==> config.mk <==
export PLATFORM = sky130hd
export DESIGN_NAME = smasu_muldiv
export DESIGN_NICKNAME = d
export VERILOG_FILES = /design/src/hdl/smasu_pkg.sv /design/src/hdl/smasu_muldiv.sv
export SDC_FILE = /design/constraint.sdc
export NUM_CORES = 1
export LEC_CHECK = 0
export BUFFER_PORTS_ARGS = -buffer_cell sky130_fd_sc_hd__buf_2
export CAP_MARGIN = 40
export CORE_MARGIN = 1.5
export CORE_UTILIZATION = 30
export CTS_BUF_LIST = sky130_fd_sc_hd__clkbuf_8
export DETAILED_ROUTE_END_ITERATION = 8
export GPL_ROUTABILITY_DRIVEN = 0
export PLACE_DENSITY = 0.43
export SLEW_MARGIN = 20
export SYNTH_ARGS = -nofsm -noshare
export SYNTH_HDL_FRONTEND = slang
export SYNTH_SLANG_ARGS = --single-unit
==> constraint.sdc <==
create_clock -name clk -period 9.84 [get_ports clk]
set_clock_uncertainty 0.15 [all_clocks]
set_input_delay 1.968 -clock clk [delete_from_list [all_inputs] [get_ports clk]]
set_output_delay 1.968 -clock clk [all_outputs]
set_load 0.02 [all_outputs]
==> src/hdl/smasu_pkg.sv <==
// ----------------------------------------------------------------------------
// smasu_pkg
// shared types, constants and saturation helpers of the sma stress update
// ----------------------------------------------------------------------------
package smasu_pkg;

    localparam int STRAIN_FRAC_BITS_DEF = 30;
    localparam int FRACTION_BITS        = 16;
    localparam int MW                   = 56;

    typedef logic signed [MW-1:0] wide_t;

    localparam wide_t INNER_LIM  = 56'sh0FFFFFFFFFFFFF;
    localparam wide_t STRESS_MAX = 56'sd549755813887;
    localparam wide_t STRESS_MIN = -56'sd549755813888;
    localparam wide_t FRAC_MAX   = 56'sd131071;
    localparam wide_t FRAC_MIN   = -56'sd131072;
    localparam wide_t ONE_FRAC   = 56'sd65536;

    localparam logic [38:0] ELASTIC_RESET = 39'd4587520000;
    localparam logic [29:0] TSTRAIN_RESET = 30'd64424509;
    localparam logic [38:0] FS_RESET      = 39'd34406400;
    localparam logic [38:0] FF_RESET      = 39'd39321600;
    localparam logic [38:0] RS_RESET      = 39'd16384000;
    localparam logic [38:0] RF_RESET      = 39'd9830400;

    localparam logic [1:0] KIND_TRIAL  = 2'd0;
    localparam logic [1:0] KIND_COMMIT = 2'd1;
    localparam logic [1:0] KIND_REVERT = 2'd2;

    localparam logic [2:0] REG_ELASTIC = 3'd0;
    localparam logic [2:0] REG_TSTRAIN = 3'd1;
    localparam logic [2:0] REG_FS      = 3'd2;
    localparam logic [2:0] REG_FF      = 3'd3;
    localparam logic [2:0] REG_RS      = 3'd4;
    localparam logic [2:0] REG_RF      = 3'd5;

    // divisor selection of the shared unit
    localparam logic [1:0] MU_STRAIN = 2'd0;
    localparam logic [1:0] MU_FRAC   = 2'd1;
    localparam logic [1:0] MU_DIV    = 2'd2;

    typedef struct packed {
        wide_t      a;
        wide_t      b;
        wide_t      d;
        logic [1:0] mode;
    } mu_req_t;

    typedef struct packed {
        logic [38:0] e;
        logic [29:0] l;
        logic [38:0] fs;
        logic [38:0] ff;
        logic [38:0] rs;
        logic [38:0] rf;
    } cfg_t;

    typedef struct packed {
        logic signed [17:0] fraction;
        logic signed [39:0] tangent;
        logic signed [39:0] stress;
    } res_t;

    function automatic wide_t inner_sat(input wide_t x);
        wide_t r;
        if (x > INNER_LIM)
            r = INNER_LIM;
        else if (x < -INNER_LIM)
            r = -INNER_LIM;
        else
            r = x;
        return r;
    endfunction

    function automatic logic signed [39:0] sat40(input wide_t x);
        wide_t r;
        if (x > STRESS_MAX)
            r = STRESS_MAX;
        else if (x < STRESS_MIN)
            r = STRESS_MIN;
        else
            r = x;
        return r[39:0];
    endfunction

    function automatic logic signed [17:0] sat18(input wide_t x);
        wide_t r;
        if (x > FRAC_MAX)
            r = FRAC_MAX;
        else if (x < FRAC_MIN)
            r = FRAC_MIN;
        else
            r = x;
        return r[17:0];
    endfunction

endpackage

==> src/hdl/smasu_muldiv.sv <==
// ----------------------------------------------------------------------------
// smasu_muldiv
// shared a*b/d unit: bit-serial multiply, then constant shift or restoring
// divide, magnitudes truncated, saturated to the inner limit
// ----------------------------------------------------------------------------
module smasu_muldiv
    import smasu_pkg::*;
#(
    parameter int STRAIN_FRAC_BITS = STRAIN_FRAC_BITS_DEF
)
(
    input  logic    clk,
    input  logic    rst_n,
    input  logic    start,
    input  mu_req_t req,
    output logic    done,
    output wide_t   res
);

    localparam int CNT_W = $clog2(2 * MW);
    localparam logic [CNT_W-1:0] MUL_LAST = CNT_W'(MW - 1);
    localparam logic [CNT_W-1:0] DIV_LAST = CNT_W'(2 * MW - 1);

    localparam logic [1:0] U_IDLE = 2'd0;
    localparam logic [1:0] U_MUL  = 2'd1;
    localparam logic [1:0] U_DIV  = 2'd2;
    localparam logic [1:0] U_OUT  = 2'd3;

    logic [1:0]        state_reg, state_next;
    logic [CNT_W-1:0]  cnt_reg, cnt_next;
    logic [2*MW-1:0]   qr_reg, qr_next;
    logic [MW-1:0]     bm_reg, bm_next;
    logic [MW-1:0]     dm_reg, dm_next;
    logic [MW-1:0]     rem_reg, rem_next;
    logic              neg_reg, neg_next;
    logic              dneg_reg, dneg_next;
    logic              dz_reg, dz_next;
    logic [1:0]        mode_reg, mode_next;
    logic              done_reg, done_next;
    wide_t             res_reg, res_next;

    logic [MW-1:0]     am, bm, dm;
    logic [MW:0]       msum;
    logic [MW:0]       r2;
    logic              ge;
    logic [MW:0]       rdiff;
    logic [2*MW-1:0]   qsrc;
    wide_t             qsat;
    logic              negf;

    always_comb
    begin
        am    = req.a[MW-1] ? MW'(-req.a) : MW'(req.a);
        bm    = req.b[MW-1] ? MW'(-req.b) : MW'(req.b);
        dm    = req.d[MW-1] ? MW'(-req.d) : MW'(req.d);
        msum  = {1'b0, qr_reg[2*MW-1:MW]} + (qr_reg[0] ? {1'b0, bm_reg} : '0);
        r2    = {rem_reg, qr_reg[2*MW-1]};
        ge    = r2 >= {1'b0, dm_reg};
        rdiff = r2 - {1'b0, dm_reg};
        unique case (mode_reg)
            MU_STRAIN: qsrc = qr_reg >> STRAIN_FRAC_BITS;
            MU_FRAC:   qsrc = qr_reg >> FRACTION_BITS;
            default:   qsrc = qr_reg;
        endcase
        if (qsrc > {{MW{1'b0}}, INNER_LIM})
            qsat = INNER_LIM;
        else
            qsat = qsrc[MW-1:0];
        negf = neg_reg ^ ((mode_reg == MU_DIV) && dneg_reg);
        if ((mode_reg == MU_DIV) && dz_reg)
        begin
            qsat = INNER_LIM;
            negf = neg_reg;
        end
    end

    always_comb
    begin
        state_next = state_reg;
        cnt_next   = cnt_reg;
        qr_next    = qr_reg;
        bm_next    = bm_reg;
        dm_next    = dm_reg;
        rem_next   = rem_reg;
        neg_next   = neg_reg;
        dneg_next  = dneg_reg;
        dz_next    = dz_reg;
        mode_next  = mode_reg;
        done_next  = 1'b0;
        res_next   = res_reg;
        unique case (state_reg)
            U_IDLE:
            begin
                if (start)
                begin
                    qr_next    = {{MW{1'b0}}, am};
                    bm_next    = bm;
                    dm_next    = dm;
                    neg_next   = (req.a[MW-1] != req.b[MW-1]) && (req.a != '0)
                                 && (req.b != '0);
                    dneg_next  = req.d[MW-1];
                    dz_next    = req.d == '0;
                    mode_next  = req.mode;
                    cnt_next   = '0;
                    state_next = U_MUL;
                end
            end
            U_MUL:
            begin
                qr_next  = {msum, qr_reg[MW-1:1]};
                cnt_next = cnt_reg + 1'b1;
                if (cnt_reg == MUL_LAST)
                begin
                    cnt_next = '0;
                    rem_next = '0;
                    if ((mode_reg == MU_DIV) && !dz_reg)
                        state_next = U_DIV;
                    else
                        state_next = U_OUT;
                end
            end
            U_DIV:
            begin
                rem_next = ge ? rdiff[MW-1:0] : r2[MW-1:0];
                qr_next  = {qr_reg[2*MW-2:0], ge};
                cnt_next = cnt_reg + 1'b1;
                if (cnt_reg == DIV_LAST)
                    state_next = U_OUT;
            end
            default:
            begin
                res_next   = negf ? -qsat : qsat;
                done_next  = 1'b1;
                state_next = U_IDLE;
            end
        endcase
    end

    always_ff @(posedge clk or negedge rst_n)
    begin
        if (!rst_n)
        begin
            state_reg <= U_IDLE;
            cnt_reg   <= '0;
            done_reg  <= 1'b0;
        end
        else
        begin
            state_reg <= state_next;
            cnt_reg   <= cnt_next;
            done_reg  <= done_next;
        end
    end

    always_ff @(posedge clk)
    begin
        qr_reg   <= qr_next;
        bm_reg   <= bm_next;
        dm_reg   <= dm_next;
        rem_reg  <= rem_next;
        neg_reg  <= neg_next;
        dneg_reg <= dneg_next;
        dz_reg   <= dz_next;
        mode_reg <= mode_next;
        res_reg  <= res_next;
    end

    assign done = done_reg;
    assign res  = res_reg;

endmodule

==> flow_metrics.tcl <==
set metrics [dict create \
    top_layer "met5" \
    wl_met1_um 39100 \
    rsz0062_at_grt "no" \
    cp.arrival_ns 5.74 \
    end_kind "register" \
    drt-initial-drc-count 1600 \
    synthTopCellsByArea "edfxtp_1 (39%), ha_1 (5.8%), xnor2_1 (5.7%)" \
    ys_seq_area_frac 0.399 \
    dr_wl_met2_um 40700 \
    instances_no_fill 4269 \
    cts_num_sinks 351 \
    power.density_nw_per_um2 328 \
    path_max_fanout 7 \
    cap_violations 0 \
    synth-warning-count 0 \
    clk_pin_slew_ns 0.06 \
    finalNetCount 3353 \
    stdcell_area_um2 30100 \
    start_util 0.303 \
    synthTopCellsByCount "edfxtp_1 (341), nand2_1 (286), o21ai_0 (265)" \
    htree_num_levels 3 \
    wire_per_inst_um 20.4 \
    ys_types 78 \
    timing.fmax_mhz 182 \
    finalCriticalPeriod_ns 5.48 \
    cts_resized 0 \
    antenna_found_initial 8 \
    tightest_slew_ns 0.913 \
    wl_um 87200 \
    cts_buffers 71 \
    io_pins 230 \
    period_share 0.557 \
    postCtsSetupBuffers 0 \
    max-vdd-ir-drop_v 0.000166 \
    min_path_type "reg2reg" \
    path_cells "buf_2 -> or4_4 -> or4b_4 -> nand4b_4 -> or3_4 -> or3_4 -> or4_4 -> or4_4 -> o41ai_2 -> xor2_1 -> a21oi_1" \
    num_rows 108 \
    grt_remaining_overflow 0 \
    coreArea_um2 86800 \
    p_leak_nw 11.5 \
    slowest_stage "or4b_4" \
    holdBufCountCts 0 \
    route.detailed.drc 0 \
    layout-drive-gt1-share 0.136 \
    clk_path_buf_depth 3 \
    hold_viol_final 0 \
    path_common_cell "or4_4" \
    place_hpwl_um 64400 \
    synth_seq_cells 351 \
    grt_util_all_layers 0.189 \
    synth_largest_area_cell "edfxtp_1" \
    synth_ff_type "edfxtp_1" \
    die_w_um 299 \
    cp_slowest_stage_delay_ns 0.57 \
    fin_setup_tns_ns 0 \
    status "finished, final reports clean" \
    cp-start-kind "input pin" \
    ant_nets 0 \
    grt_max_degree 85 \
    multi_input_area_um2 14900 \
    synth_edf_count 341 \
    io_buffer_count 229 \
    root_buffer "clkbuf_8" \
    avgSynthCellArea_um2 9.16 \
    vias 23094 \
    regArea_um2 10500 \
    slew_headroom 0.387 \
    route.met3.wl_um 4960 \
    cts_tree "yes" \
    grt_pass1_wl_um 133000 \
    first_pass_iters 6 \
    largest_reg_flops 112 \
    via_per_inst 5.41 \
    dpl_cell_area_um2 28700 \
    clk_latency_ns 0.67 \
    synthesis.area_um2 26300 \
    ys_async_sr_fraction 0.0285 \
    finalMaxSlewViolations 0 \
    setup_viol 0 \
    grt_pass1_vias 22627 \
    r2r_slack_ns 4.54 \
    filler_cell_count 9071 \
    die_y_um 299 \
    synthCells 2872 \
    yosysTopAreaCellShare 0.389 \
    synthMostInstantiatedCell "edfxtp_1" \
    crit_type "in2reg" \
    cp.required_ns 10.10 \
    post-place-cells 4132 \
    area_delta_synth_final_pct 14.4 \
    syn-num-nets 3168 \
    die_area_um2 89500 \
]
cells by family (layout without fill, tap and decap cells):
logic type | count (synthesis) | after routing | synth area share
AOI/OAI and AO/OA | 930 | 930 | 0.224
xor gates and xnor gates | 264 | 264 | 0.0879
adders and majority gates | 123 | 123 | 0.0591
buffers and inverters | 263 | 502 | 0.0378
DFF | 351 | 351 | 0.399
muxes | 69 | 69 | 0.0264
other | 0 | 3 | 0
and+or+nand+nor | 872 | 872 | 0.166
area by class of cell:
| class | count | area share |
|---|---|---|
| multi-input combinational | 2258 | 0.494 |
| sequential | 351 | 0.349 |
| timing repair buffer | 269 | 0.0512 |
| tap | 1155 | 0.0480 |
| clock buffer | 80 | 0.0366 |
| inverter | 106 | 0.0133 |
| clock inverter | 47 | 0.00757 |
| antenna | 3 | 0.000250 |
where the power goes:
group	internal (mW)	total [mW]	switching, mW
clock	0.769	1.48	0.709
sequential	2.53	3.00	0.476
combinational	1.92	5.38	3.45
metal layers:
metal / track usage / up-vias
li1: - / 11175
met1: 0.251 / 11151
met2: 0.310 / 635
met3: 0.0319 / 125
met4: 0.0651 / 8
met5: 0 / -
stage by stage:
| stage | power (mW) | hold WS, ns | worst slack (ns) | utilization |
|---|---|---|---|---|
| after floorplan | 6.73 | 0.317 | 4.13 | - |
| after global routing | 10.6 | 0.405 | 4.21 | 0.347 |
| after global placement | 8.29 | 0.339 | 3.62 | 0.329 |
| after detailed placement | 8.37 | 0.361 | 3.70 | 0.330 |
| final | 9.86 | 0.370 | 4.36 | 0.347 |
| after CTS | 9.92 | 0.371 | 4.34 | 0.346 |
worst max-delay path, delay by kind of cell:
kind | cells | cell delay [ns]
XOR/XNOR | 1 | 0.18
AO/OA/AOI/OAI | 2 | 0.32
AND/OR/NAND/NOR | 7 | 3.13
buffers and inverters | 1 | 0.12
worst paths after layout:
check                           startpoint         end  cells past startpoint
worst max-delay path              req[127]  qr_reg[51]                     11
worst min-delay path            cnt_reg[1]  cnt_reg[1]                      2
worst max register to register  qr_reg[85]     res[46]                     16
worst min register to register  cnt_reg[1]  cnt_reg[1]                      2
max in group asynchronous            rst_n        done                      1
min in group asynchronous            rst_n  cnt_reg[3]                      1
cells in the final DEF (no fill, tap or decap), drive strengths merged, types with 8 or more instances in the layout:
master,Yosys,final
buf,16,267
nand4,34,34
a221oi,54,54
o21bai,23,23
o21a,14,14
o211ai,9,9
a21oi,249,249
o31ai,61,61
a22oi,29,29
or4,35,35
xor2,92,92
dfrtp,10,10
and2,65,65
nor3,46,46
and4,8,8
edfxtp,341,341
nor4,36,36
o21ai,266,266
a211oi,30,30
nor2,175,175
a21o,65,65
and3,12,12
nand2b,19,19
clkbuf,141,82
or3,32,32
mux2i,67,67
ha,121,121
o41ai,30,30
inv,105,130
clkinv,1,21
xnor2,172,172
nor2b,25,25
or2,27,27
a31oi,25,25
nand2,286,286
nand3,48,48
No activity file was read; power rests on OpenSTA's default activity.
